## src/rtl/lds_pkg.sv

```systemverilog
// ----------------------------------------------------------------------------
// lds_pkg
// shared types, codes and helpers of the line disconnect supervisor
// ----------------------------------------------------------------------------
package lds_pkg;

    localparam int TICK_WIDTH   = 16;
    localparam int LIMIT_WIDTH  = 16;
    localparam int CMP_WIDTH    = (TICK_WIDTH > LIMIT_WIDTH) ? TICK_WIDTH : LIMIT_WIDTH;
    localparam int MAX_RESULTS  = 4;
    localparam int CNT_WIDTH    = $clog2(MAX_RESULTS + 1);
    localparam int SLOT_WIDTH   = $clog2(MAX_RESULTS);
    localparam int RUN_DEPTH    = 2;
    localparam int RUN_PTR_W    = $clog2(RUN_DEPTH);
    localparam int RUN_FILL_W   = $clog2(RUN_DEPTH + 1);
    localparam int ADDR_WIDTH   = 4;
    localparam int DATA_WIDTH   = 32;

    typedef enum logic [2:0] {
        CMD_STATUS   = 3'd0,
        CMD_CARRIER  = 3'd1,
        CMD_WATCHDOG = 3'd2,
        CMD_TICK     = 3'd3,
        CMD_ARM      = 3'd4,
        CMD_CLEAR    = 3'd5
    } cmd_t;

    localparam logic [1:0] KIND_STATUS  = 2'd0;
    localparam logic [1:0] KIND_DISC    = 2'd1;
    localparam logic [1:0] KIND_TIMEOUT = 2'd2;

    localparam logic [1:0] REASON_NORMAL  = 2'd0;
    localparam logic [1:0] REASON_CPC     = 2'd1;
    localparam logic [1:0] REASON_TIMEOUT = 2'd2;

    localparam logic [1:0] REG_WINK   = 2'd0;
    localparam logic [1:0] REG_DEFER  = 2'd1;
    localparam logic [1:0] REG_CUTOFF = 2'd2;

    localparam logic [7:0] ST_IDLE_A   = 8'h60;
    localparam logic [7:0] ST_IDLE_B   = 8'h62;
    localparam logic [7:0] ST_INTERR   = 8'h64;
    localparam logic [7:0] ST_CONNECT  = 8'h66;
    localparam logic [7:0] ST_REV_ZERO = 8'h68;
    localparam logic [7:0] ST_REV_ONE  = 8'h6a;
    localparam logic [7:0] ST_AUX_A    = 8'h6c;
    localparam logic [7:0] ST_AUX_B    = 8'h6e;
    localparam logic [7:0] ST_WINK     = 8'h8c;
    localparam logic [7:0] ST_DEFER    = 8'h8e;

    typedef struct packed {
        logic [LIMIT_WIDTH-1:0] wink_limit;
        logic [LIMIT_WIDTH-1:0] defer_limit;
        logic [LIMIT_WIDTH-1:0] cutoff_limit;
    } lds_cfg_t;

    typedef struct packed {
        logic [1:0] kind;
        logic [7:0] status;
        logic [1:0] reason;
    } lds_slot_t;

    typedef struct packed {
        logic [CNT_WIDTH-1:0]              count;
        lds_slot_t [MAX_RESULTS-1:0]       slots;
        logic [63:0]                       cycle;
        logic [15:0]                       pc;
    } lds_run_t;

    function automatic logic is_profile_code(input logic [7:0] code);
        logic hit;
        hit = (code == ST_IDLE_A) || (code == ST_IDLE_B) || (code == ST_INTERR)
           || (code == ST_CONNECT) || (code == ST_REV_ZERO) || (code == ST_REV_ONE)
           || (code == ST_AUX_A) || (code == ST_AUX_B) || (code == ST_WINK)
           || (code == ST_DEFER);
        return hit;
    endfunction

endpackage

```

## src/rtl/lds_cfg_regs.sv

```systemverilog
// ----------------------------------------------------------------------------
// lds_cfg_regs
// apb limit registers of the supervisor (wink, defer, cutoff)
// ----------------------------------------------------------------------------
module lds_cfg_regs (
    input  logic                          clk,
    input  logic                          rst_n,
    input  logic                          psel,
    input  logic                          penable,
    input  logic                          pwrite,
    input  logic [lds_pkg::ADDR_WIDTH-1:0] paddr,
    input  logic [lds_pkg::DATA_WIDTH-1:0] pwdata,
    output logic [lds_pkg::DATA_WIDTH-1:0] prdata,
    output logic                          pready,
    output lds_pkg::lds_cfg_t             cfg
);
    import lds_pkg::*;

    lds_cfg_t   cfg_reg;
    lds_cfg_t   cfg_next;
    logic [1:0] reg_sel;
    logic       wr_en;

    assign reg_sel = paddr[3:2];
    assign wr_en   = psel && penable && pwrite && pready;
    assign pready  = 1'b1;
    assign cfg     = cfg_reg;

    always_comb
    begin
        cfg_next = cfg_reg;
        if (wr_en)
        begin
            unique case (reg_sel)
                REG_WINK:   cfg_next.wink_limit   = pwdata[LIMIT_WIDTH-1:0];
                REG_DEFER:  cfg_next.defer_limit  = pwdata[LIMIT_WIDTH-1:0];
                REG_CUTOFF: cfg_next.cutoff_limit = pwdata[LIMIT_WIDTH-1:0];
                default:    cfg_next = cfg_reg;
            endcase
        end
    end

    always_comb
    begin
        unique case (reg_sel)
            REG_WINK:   prdata = DATA_WIDTH'(cfg_reg.wink_limit);
            REG_DEFER:  prdata = DATA_WIDTH'(cfg_reg.defer_limit);
            REG_CUTOFF: prdata = DATA_WIDTH'(cfg_reg.cutoff_limit);
            default:    prdata = '0;
        endcase
    end

    always_ff @(posedge clk or negedge rst_n)
    begin
        if (!rst_n)
            cfg_reg <= '0;
        else
            cfg_reg <= cfg_next;
    end

endmodule

```

## src/rtl/lds_core.sv

```systemverilog
// ----------------------------------------------------------------------------
// lds_core
// supervision state and per-request evaluation into a run of results
// ----------------------------------------------------------------------------
module lds_core (
    input  logic              clk,
    input  logic              rst_n,
    input  logic              accept,
    input  logic [2:0]        cmd,
    input  logic [7:0]        status_value,
    input  logic              carrier_level,
    input  logic [63:0]       cycle_stamp,
    input  logic [15:0]       prog_counter,
    input  lds_pkg::lds_cfg_t cfg,
    output lds_pkg::lds_run_t run
);
    import lds_pkg::*;

    typedef struct packed {
        logic                  carrier_seen;
        logic                  line_connected;
        logic                  interrupted;
        logic                  saw_rev_zero;
        logic                  disc_sent;
        logic                  timer_armed;
        logic [TICK_WIDTH-1:0] tick_count;
        logic                  wink_sent;
        logic                  defer_sent;
    } lds_state_t;

    localparam logic [TICK_WIDTH-1:0] TICK_MAX = '1;

    lds_state_t state_reg;
    lds_state_t state_next;

    always_comb
    begin
        lds_slot_t [MAX_RESULTS-1:0] slots;
        logic [CNT_WIDTH-1:0]        n;
        logic [TICK_WIDTH-1:0]       tick_inc;
        logic [CMP_WIDTH-1:0]        tick_ext;
        logic                        wink_hit;
        logic                        defer_hit;
        logic                        cutoff_hit;

        state_next = state_reg;
        slots      = '0;
        n          = '0;
        tick_inc   = (state_reg.tick_count == TICK_MAX) ? state_reg.tick_count
                                                        : state_reg.tick_count + 1'b1;
        tick_ext   = CMP_WIDTH'(tick_inc);
        wink_hit   = (cfg.wink_limit != '0) && !state_reg.wink_sent
                  && (tick_ext >= CMP_WIDTH'(cfg.wink_limit));
        defer_hit  = (cfg.defer_limit != '0) && !state_reg.defer_sent
                  && (tick_ext >= CMP_WIDTH'(cfg.defer_limit));
        cutoff_hit = (cfg.cutoff_limit != '0) && !state_reg.disc_sent
                  && (tick_ext >= CMP_WIDTH'(cfg.cutoff_limit));

        case (cmd_t'(cmd))
            CMD_STATUS:
            begin
                if (is_profile_code(status_value))
                begin
                    slots[n[SLOT_WIDTH-1:0]] = '{kind: KIND_STATUS, status: status_value,
                                                 reason: REASON_NORMAL};
                    n = n + 1'b1;
                    if (status_value == ST_CONNECT)
                        state_next.line_connected = 1'b1;
                    if (status_value == ST_INTERR && state_reg.line_connected)
                        state_next.interrupted = 1'b1;
                    if (status_value == ST_REV_ZERO)
                        state_next.saw_rev_zero = 1'b1;
                    else if (status_value == ST_REV_ONE && state_reg.saw_rev_zero)
                    begin
                        state_next.saw_rev_zero = 1'b0;
                        if (!state_reg.disc_sent)
                        begin
                            slots[n[SLOT_WIDTH-1:0]] = '{kind: KIND_DISC, status: 8'h00,
                                                         reason: REASON_CPC};
                            n = n + 1'b1;
                            state_next.disc_sent = 1'b1;
                        end
                    end
                end
            end
            CMD_CARRIER:
            begin
                if (!carrier_level && state_reg.carrier_seen && state_reg.line_connected
                    && state_reg.interrupted && !state_reg.disc_sent)
                begin
                    slots[n[SLOT_WIDTH-1:0]] = '{kind: KIND_DISC, status: 8'h00,
                                                 reason: REASON_NORMAL};
                    n = n + 1'b1;
                    state_next.disc_sent = 1'b1;
                end
                state_next.carrier_seen = carrier_level;
            end
            CMD_WATCHDOG:
            begin
                slots[n[SLOT_WIDTH-1:0]] = '{kind: KIND_TIMEOUT, status: 8'h00,
                                             reason: REASON_NORMAL};
                n = n + 1'b1;
                if (!state_reg.disc_sent)
                begin
                    slots[n[SLOT_WIDTH-1:0]] = '{kind: KIND_DISC, status: 8'h00,
                                                 reason: REASON_TIMEOUT};
                    n = n + 1'b1;
                    state_next.disc_sent = 1'b1;
                end
            end
            CMD_TICK:
            begin
                if (state_reg.timer_armed)
                begin
                    state_next.tick_count = tick_inc;
                    if (wink_hit)
                    begin
                        slots[n[SLOT_WIDTH-1:0]] = '{kind: KIND_STATUS, status: ST_WINK,
                                                     reason: REASON_NORMAL};
                        n = n + 1'b1;
                        state_next.wink_sent = 1'b1;
                    end
                    if (defer_hit)
                    begin
                        slots[n[SLOT_WIDTH-1:0]] = '{kind: KIND_STATUS, status: ST_DEFER,
                                                     reason: REASON_NORMAL};
                        n = n + 1'b1;
                        state_next.defer_sent = 1'b1;
                    end
                    if (cutoff_hit)
                    begin
                        slots[n[SLOT_WIDTH-1:0]] = '{kind: KIND_TIMEOUT, status: 8'h00,
                                                     reason: REASON_NORMAL};
                        n = n + 1'b1;
                        slots[n[SLOT_WIDTH-1:0]] = '{kind: KIND_DISC, status: 8'h00,
                                                     reason: REASON_TIMEOUT};
                        n = n + 1'b1;
                        state_next.disc_sent   = 1'b1;
                        state_next.timer_armed = 1'b0;
                    end
                end
            end
            CMD_ARM:
            begin
                state_next.timer_armed = 1'b1;
                state_next.tick_count  = '0;
                state_next.wink_sent   = 1'b0;
                state_next.defer_sent  = 1'b0;
            end
            CMD_CLEAR:
            begin
                state_next = '0;
            end
            default:
            begin
                state_next = state_reg;
            end
        endcase

        run.count = n;
        run.slots = slots;
        run.cycle = cycle_stamp;
        run.pc    = prog_counter;
    end

    always_ff @(posedge clk or negedge rst_n)
    begin
        if (!rst_n)
            state_reg <= '0;
        else if (accept)
            state_reg <= state_next;
    end

endmodule

```

## src/rtl/lds_run_fifo.sv

```systemverilog
// ----------------------------------------------------------------------------
// lds_run_fifo
// two-deep queue of result runs, drained one result per handshake
// ----------------------------------------------------------------------------
module lds_run_fifo (
    input  logic              clk,
    input  logic              rst_n,
    input  logic              push,
    input  lds_pkg::lds_run_t push_run,
    output logic              full,
    output logic              out_valid,
    input  logic              out_stall,
    output logic [1:0]        event_kind,
    output logic [7:0]        out_status,
    output logic [1:0]        disc_reason,
    output logic [63:0]       out_cycle,
    output logic [15:0]       out_pc,
    output logic              last_of_run
);
    import lds_pkg::*;

    lds_run_t                runs [RUN_DEPTH];
    logic [RUN_PTR_W-1:0]    wr_ptr_reg, wr_ptr_next;
    logic [RUN_PTR_W-1:0]    rd_ptr_reg, rd_ptr_next;
    logic [RUN_FILL_W-1:0]   fill_reg, fill_next;
    logic [SLOT_WIDTH-1:0]   sub_reg, sub_next;
    lds_run_t                head;
    lds_slot_t               head_slot;
    logic                    pop_result;
    logic                    pop_run;

    assign head        = runs[rd_ptr_reg];
    assign head_slot   = head.slots[sub_reg];
    assign full        = (fill_reg == RUN_FILL_W'(RUN_DEPTH));
    assign out_valid   = (fill_reg != '0);
    assign event_kind  = head_slot.kind;
    assign out_status  = head_slot.status;
    assign disc_reason = head_slot.reason;
    assign out_cycle   = head.cycle;
    assign out_pc      = head.pc;
    assign last_of_run = (CNT_WIDTH'(sub_reg) == head.count - 1'b1);
    assign pop_result  = out_valid && !out_stall;
    assign pop_run     = pop_result && last_of_run;

    always_comb
    begin
        wr_ptr_next = wr_ptr_reg;
        rd_ptr_next = rd_ptr_reg;
        fill_next   = fill_reg;
        sub_next    = sub_reg;
        if (push)
            wr_ptr_next = wr_ptr_reg + 1'b1;
        if (pop_run)
        begin
            rd_ptr_next = rd_ptr_reg + 1'b1;
            sub_next    = '0;
        end
        else if (pop_result)
            sub_next = sub_reg + 1'b1;
        // fill holds when both or neither happen
        if (push && !pop_run)
            fill_next = fill_reg + 1'b1;
        else if (pop_run && !push)
            fill_next = fill_reg - 1'b1;
    end

    always_ff @(posedge clk)
    begin
        if (push)
            runs[wr_ptr_reg] <= push_run;
    end

    always_ff @(posedge clk or negedge rst_n)
    begin
        if (!rst_n)
        begin
            wr_ptr_reg <= '0;
            rd_ptr_reg <= '0;
            fill_reg   <= '0;
            sub_reg    <= '0;
        end
        else
        begin
            wr_ptr_reg <= wr_ptr_next;
            rd_ptr_reg <= rd_ptr_next;
            fill_reg   <= fill_next;
            sub_reg    <= sub_next;
        end
    end

endmodule

```

## src/rtl/line_disconnect_supervisor.sv

```systemverilog
// ----------------------------------------------------------------------------
// line_disconnect_supervisor
// watches supervision events of a telephone line and reports disconnects
// ----------------------------------------------------------------------------
// usage:
//   requests enter on in_valid / in_stall: cmd plus status_value,
//   carrier_level, cycle_stamp and prog_counter; a request is taken at a
//   clock edge with in_valid high and in_stall low
//   each request yields zero to four results on out_valid / out_stall; the
//   last one of a request carries last_of_run, and all carry the request's
//   cycle stamp and program counter
//   the supervision state is updated, and the request's results are
//   written into the run queue, at the accepting edge
//   throughput: one request per cycle while the queue has room; results
//   leave one at a time, so the output side sets the sustained rate when
//   requests give several results. a two-run queue lets a request enter
//   while results still wait; when out_stall is high the current result
//   holds; in_stall rises only once both run slots of the queue are occupied
//   limits (wink, defer, cutoff) sit on the apb port at 0x0, 0x4, 0x8; the
//   user must write them only while the block is idle, unchecked by the block
//   reset (rst_n low, asynchronous) clears the supervision state, the limits
//   and the result queue
// ----------------------------------------------------------------------------
module line_disconnect_supervisor (
    input  logic                           clk,
    input  logic                           rst_n,
    // request channel
    input  logic                           in_valid,
    output logic                           in_stall,
    input  logic [2:0]                     cmd,
    input  logic [7:0]                     status_value,
    input  logic                           carrier_level,
    input  logic [63:0]                    cycle_stamp,
    input  logic [15:0]                    prog_counter,
    // result channel
    output logic                           out_valid,
    input  logic                           out_stall,
    output logic [1:0]                     event_kind,
    output logic [7:0]                     out_status,
    output logic [1:0]                     disc_reason,
    output logic [63:0]                    out_cycle,
    output logic [15:0]                    out_pc,
    output logic                           last_of_run,
    // configuration port
    input  logic                           psel,
    input  logic                           penable,
    input  logic                           pwrite,
    input  logic [lds_pkg::ADDR_WIDTH-1:0] paddr,
    input  logic [lds_pkg::DATA_WIDTH-1:0] pwdata,
    output logic [lds_pkg::DATA_WIDTH-1:0] prdata,
    output logic                           pready
);
    import lds_pkg::*;

    lds_cfg_t cfg;
    lds_run_t run;
    logic     accept;
    logic     fifo_full;
    logic     push;

    // a request is taken whenever the run queue has a free slot
    assign in_stall = fifo_full;
    assign accept   = in_valid && !in_stall;
    // requests that give no result only move the state
    assign push     = accept && (run.count != '0);

    lds_cfg_regs u_cfg (
        .clk     (clk),
        .rst_n   (rst_n),
        .psel    (psel),
        .penable (penable),
        .pwrite  (pwrite),
        .paddr   (paddr),
        .pwdata  (pwdata),
        .prdata  (prdata),
        .pready  (pready),
        .cfg     (cfg)
    );

    // state flags and tick counter, evaluated in one pass per request
    lds_core u_core (
        .clk           (clk),
        .rst_n         (rst_n),
        .accept        (accept),
        .cmd           (cmd),
        .status_value  (status_value),
        .carrier_level (carrier_level),
        .cycle_stamp   (cycle_stamp),
        .prog_counter  (prog_counter),
        .cfg           (cfg),
        .run           (run)
    );

    // registered result runs, handed out one result at a time
    lds_run_fifo u_fifo (
        .clk         (clk),
        .rst_n       (rst_n),
        .push        (push),
        .push_run    (run),
        .full        (fifo_full),
        .out_valid   (out_valid),
        .out_stall   (out_stall),
        .event_kind  (event_kind),
        .out_status  (out_status),
        .disc_reason (disc_reason),
        .out_cycle   (out_cycle),
        .out_pc      (out_pc),
        .last_of_run (last_of_run)
    );

endmodule

```

## config.mk

```make
export PLATFORM = sky130hd
export DESIGN_NAME = line_disconnect_supervisor
export DESIGN_NICKNAME = d
export VERILOG_FILES = /design/src/rtl/lds_pkg.sv /design/src/rtl/lds_cfg_regs.sv /design/src/rtl/lds_core.sv /design/src/rtl/lds_run_fifo.sv /design/src/rtl/line_disconnect_supervisor.sv
export SDC_FILE = /design/constraint.sdc
export NUM_CORES = 1
export LEC_CHECK = 0
export BUFFER_PORTS_ARGS = -buffer_cell sky130_fd_sc_hd__buf_2
export CELL_PAD_IN_SITES_DETAIL_PLACEMENT = 0
export CELL_PAD_IN_SITES_GLOBAL_PLACEMENT = 1
export CORE_MARGIN = 1
export CORE_UTILIZATION = 48
export DETAILED_ROUTE_END_ITERATION = 16
export PLACE_DENSITY = 0.83
export RECOVER_POWER = 100
export SLEW_MARGIN = 40
export SYNTH_ARGS = -nofsm -noshare
export SYNTH_HDL_FRONTEND = slang
export SYNTH_SLANG_ARGS = --single-unit
```

## constraint.sdc

```tcl
create_clock -name clk -period 16.4 [get_ports clk]
set_input_delay 0.82 -clock clk [delete_from_list [all_inputs] [get_ports clk]]
set_output_delay 0.82 -clock clk [all_outputs]
set_load 0.01 [all_outputs]
```

# Word level (Yosys, flattened, before mapping)
# Memories as Yosys holds them, arrays and structs flattened.
# Cells that the tools add are included.
# op_classes
n_reduce_logical	65
n_mux	62
eq_ne	31
addsub	10
bitwise_logic	9
n_lt_le_gt_ge	10
# op_table
cell	count
$mux W48	5
$mux W12	8
$demux W12 S2	3
$eq A8 B7 Y1 const B	8
$pmux W19 S3	1
$ge A16 B16 Y1	3
$mux W24	2
$pmux W12 S4	1
$pmux W16 S3	1
$reduce_bool A16 Y1	3
$and A44 B44 Y44	1
$not A44 Y44	1
$and A40 B40 Y40	1
$not A40 Y40	1
$pmux W12 S3	1
$mux W11	3
$and A8 B32 Y32	1
$not A32 Y32	1
$mux W3	10
$bmux W12 S2	1
$logic_and A1 B1 Y1	23
$mux W20	1
$reduce_and A4 Y1	5
$ne A2 B1 Y1 const B	9
other kinds (40)	93
# totals
input_bits	135
regBits	78
n_memories	1
word_cells	204
ram_bits	262
out_inout_bits	128
# memory_table
memory	depth	width	read_ports	rd_ports_with_merged_regs	wr	line_no	source
u_fifo.runs	2	131	1	0	1	lds_run_fifo.sv:22	lds_run_t runs [RUN_DEPTH];

# Depth between registers and ports, before layout
# depth
word_depth	22
mapped_depth	22
mapped_depth_nobuf	21

# By module
# A second synthesis with hierarchy kept.
# hier_totals
hier_cells	1134
area_unflattened_um2	16286.9
# modules_own_cells
mod	seq_area_each_um2	instances	area_per_inst_um2	cells_each
lds_run_fifo	8017.7	1	9949.5	433
lds_core	600.6	1	3982.6	521
lds_cfg_regs	1201.2	1	2332.2	178
line_disconnect_supervisor	0.0	1	22.5	2

# Worst setup path before layout
# No wires, ideal clock.
# synth_path
path_type	reg-to-reg
from	reg u_core.state_reg[5] in the netlist's numbering
to	mem u_fifo.runs[0][0] in the netlist's numbering (enable)
path_buffers	1
t_arrival_ps	8068
path_stages_with_launch	17
setup_ps	576
slack_ps	7756
required_ps	15824
path_cell_list	dfrtp_1 -> buf_2 -> nand4_2 -> o41a_4 -> and3_4 -> xor2_1 -> ha_1 -> o2111ai_1 -> a311oi_1 -> nor2_1 -> nor4b_1 -> ha_1 -> ha_1 -> o21a_1 -> nor2_1 -> a31oi_1 -> nor2b_1
# synth_between
elab_chain_len	20
word_cells_on_any_way	25
# synth_rtl
item	line_no	source
from (decl)	lds_core.sv:33	lds_state_t state_reg;
from (signal assigned)	lds_core.sv:171	state_reg <= state_next;
$add A16 B1 Y16 or $eq A16 B16 Y1 (tied branches)	lds_core.sv:50, lds_core.sv:49	
$mux W16 (*)	lds_core.sv:49	tick_inc = (state_reg.tick_count == TICK_MAX) ? state_reg.tick_count
$ge A16 B16 Y1	lds_core.sv:53	&& (tick_ext >= CMP_WIDTH'(cfg.wink_limit));
$logic_and A1 B1 Y1	lds_core.sv:53	
$mux W1	lds_core.sv:116	if (wink_hit)
$mux W3	lds_core.sv:113	if (state_reg.timer_armed)
$mux W3	lds_core.sv:59	case (cmd_t'(cmd))
$add A3 B1 Y3	lds_core.sv:127	n = n + 1'b1;
[4 not listed]	-	
$add A3 B1 Y3	lds_core.sv:137	n = n + 1'b1;
$mux W3 (*)	lds_core.sv:130	if (cutoff_hit)
$mux W3 (*)	lds_core.sv:113	
$pmux W3 S4 (*)	lds_core.sv:59	
$reduce_bool A3 Y1 (*)	line_disconnect_supervisor.sv:65	assign push = accept && (run.count != '0);
$logic_and A1 B1 Y1 (*)	line_disconnect_supervisor.sv:65	
$mux W1 (*)	lds_run_fifo.sv:69	if (push)
$mux W1 (not written as such) (*)	lds_run_fifo.sv:70	runs[wr_ptr_reg] <= push_run;
to (decl)	lds_run_fifo.sv:22	
# Every way passes the cells marked *; elsewhere a longest branch is shown, timed or not. The select of a mux whose other input is x is not followed.

# Final worst setup path
# layout_path
from	reg u_core.state_reg[5] in the netlist's numbering
to	mem u_fifo.runs[0][37] in the netlist's numbering (enable)
# The elaborated chain is that of the path after synthesis.

==> flow_summary.yaml <==
clock_tree:
  clock-root-buffer: "clkbuf_16"
  cts_tree: "done"
  clk_pin_slew_ns: 0.06
  cts_setup_buffers: 0
  hold_buffers: 0
  cts_max_path_buffers: 3
  numCtsBuffers: 30
  clock_sink_count: 282
  h-tree-depth: 1
  clk-insertion-delay-late_ns: 0.56
  cts_resized: 0
logic_synthesis:
  ys_warn_count: 0
  synth.area.top_cells: "edfxtp_1 (46%), dfrtp_1 (15%), mux2_2 (8.7%)"
  synth_edf_count: 204
  async_flop_share: 0.2766
  synthDistinctLibCells: 63
  seq_area_frac_synth: 0.6102
  avgSynthCellArea_um2: 13.09
  synth_seq_cells: 282
  ys.flop_type: "edfxtp_1"
  syn_inst: 1011
  synth_largest_area_cell: "edfxtp_1"
  netlist_area_um2: 13240
  yosys.area.top_type_share: 0.4628
global_route:
  antenna_found_initial: 0
  grt-ovfl-total: 0
  grt_pass1_wl_um: 46170
  first_global_vias: 8548
  grt.total_usage: 0.2072
  grt_max_degree: 79
setup_path:
  crit_path_end_kind: "flip-flop"
  critPathLaunchType: "flip-flop"
  crit_fanout: 72
  cp.arrival_ns: 10.46
  crit_type: "flip-flop to flip-flop"
  required_ns: 16.47
routing:
  firstDrtPassIters: 5
  drt-vias-per-instance: 5.431
  vias: 8711
  wire_per_inst_um: 18.58
  routed_wl_um: 29800
  ant_nets: 0
  drc: 0
  drtIter0Drc: 612
sta:
  max_freq_mhz: 96.30
  setup_viol: 0
  max-slew-margin-rel: -1.943
  tns_ns: 0
  fin_crit_ns: 10.38
  fin_crit_sh: 0.6332
  hold_violations: 0
  tightest_slew_ns: 4.415
  slew_violations: 367
  clock_skew_ns: 0.01396
  rsz0062_at_grt: "false"
power:
  p_leak_nw: 5.991
  power.density_nw_per_um2: 132.7
  p_sw_uw: 607.3
  seqPwrFrac: 0.442
  p_int_mw: 1.431
  p_total_mw: 2.039
  comb_power_share: 0.245
  clkPwrFrac: 0.313
  peakVddDrop_mv: 0.07919
  p_sw_frac: 0.2979
floorplanning:
  design.core.area_um2: 27030
  initial_core_util: 0.4898
  die_w_um: 168.1
  rows: 60
  io_pins: 263
  dieArea_um2: 28250
  die_height_um: 168.1
cells_and_area:
  layout_commonest_cell: "edfxtp_1"
  drive_above_1_share: 0.1845
  largest_register_ffs: 204
  final_cell_mix: "edfxtp_1 (204), clkbuf_1 (160), mux2_2 (100)"
  area_growth_pct: 16.04
  num_antenna_cells: 0
  instances_no_fill: 1604
  nets: 1433
place:
  gp_congestion: 0.8342
  hpwl_um: 20970
  dp.cells: 1551
  io_buffers: 227
hold_path:
  hp-class: "input port to async pin"
status:
  violations: "capacitance limit, slew limit"
  outcome: "complete, but fails checks"
run:
  cap_violations: 7
[routing by layer]
metal	track usage	routed length, um	part of all wire
met1	0.2757	12950	0.43
met2	0.3525	14240	0.48
met3	0.03714	1996	0.067
met4	0.05099	611	0.021
met5	0	0	0
[power by group through the flow]
stage	clock network, mW	registers (mW)	logic [mW]
2_1_floorplan	0	0.878	0.357
3_3_place_gp	0	0.912	0.496
3_5_place_dp	0	0.914	0.501
4_1_cts	0.654	0.900	0.506
5_1_grt	0.679	0.910	0.547
6_report	0.638	0.901	0.500
[cell usage after synthesis, types with 2 or more instances]
master / number
nor3_1: 17
nor2_1: 38
edfxtp_1: 204
conb_1: 2
nand4_1: 9
o31ai_1: 4
mux4_2: 5
a22oi_1: 2
o211ai_1: 4
clkbuf_1: 18
o21ai_0: 74
a21oi_1: 27
buf_4: 18
nor4_1: 16
o2111ai_1: 2
a21o_1: 12
nand3b_1: 2
and2b_1: 2
o22ai_1: 2
or2_2: 4
mux2_2: 102
xor2_1: 9
and4_1: 6
a22o_1: 4
xnor2_1: 10
nand2_1: 82
ha_1: 56
a211oi_1: 4
nand3_1: 17
o21bai_1: 2
a31oi_1: 10
o21a_1: 6
and2_1: 10
buf_2: 11
nor3b_1: 2
buf_1: 8
and3_1: 2
or3_1: 3
a2111oi_0: 3
inv_1: 53
a211o_1: 2
mux2i_1: 29
nand2b_1: 11
nor2b_1: 11
dfrtp_1: 78
[critical path, stage by stage (launching register included)]
cell,delay [ns]
dfrtp_1,0.51
nand4_1,0.32
nor2_1,0.64
nand4_1,0.33
xnor2_1,0.41
ha_1,0.30
nand2b_1,0.14
a2111oi_0,0.39
o32ai_1,0.25
o21ai_0,0.77
inv_1,0.10
ha_1,0.33
o21a_1,0.11
nor2_1,0.04
a31oi_1,0.33
nor2b_1,1.34
clkbuf_1,0.66
clkbuf_1,2.85
[final timing paths]
| path | endpoint | startpoint | slack [ns] | depth (start not counted) |
|---|---|---|---|---|
| setup reg to reg | u_fifo.runs[0][37]$_DFFE_PP_ | u_core.state_reg[5]$_DFFE_PN0P_ | 6.02 | 17 |
| min in group clk | u_fifo.runs[0][61]$_DFFE_PP_ | cycle_stamp[45] | 0.45 | 1 |
| hold / removal | u_fifo.rd_ptr_reg$_DFFE_PN0P_ | rst_n | 0.29 | 1 |
| hold reg to reg | u_core.state_reg[23]$_DFFE_PN0P_ | u_core.state_reg[23]$_DFFE_PN0P_ | 0.50 | 1 |
| max in group asynchronous | u_cfg.cfg[20]$_DFFE_PN0P_ | rst_n | 11.95 | 2 |
| setup / recovery | u_fifo.runs[0][37]$_DFFE_PP_ | u_core.state_reg[5]$_DFFE_PN0P_ | 6.02 | 17 |
[layout make-up]
cell class / instances / area, um^2
well taps: 341 / 426.7
clock buffers: 35 / 769.5
clock inverters: 18 / 165.2
fillers: 2323 / 11660
flip-flops and latches: 282 / 8078
repair buffers: 235 / 984.7
inverters: 53 / 198.9
multi-input cells: 640 / 4738
[kinds of logic after synthesis]
logic type,after synthesis,synth area share
flops,282,0.6102
simple gates,239,0.09102
compound gates,169,0.07873
mux,136,0.1172
buf+inv,108,0.03677
fa+ha+maj,56,0.05293
xor+xnor,19,0.01257
other cells,2,0.0005673
[metrics by stage]
step / utilization / hold slack (ns) / cell area (um^2) / worst slack, ns
floorplan: - / 0.4555 / 13310 / 7.756
global placement: 0.5425 / 0.4751 / 14660 / 9.581
detailed placement: 0.5438 / 0.4859 / 14700 / 9.920
CTS: 0.5784 / 0.07678 / 15630 / 9.887
global route: 0.5684 / 0.2942 / 15360 / 4.962
finish: 0.5684 / 0.2884 / 15360 / 6.016
Note: power is estimated with default switching activity, not from simulation.
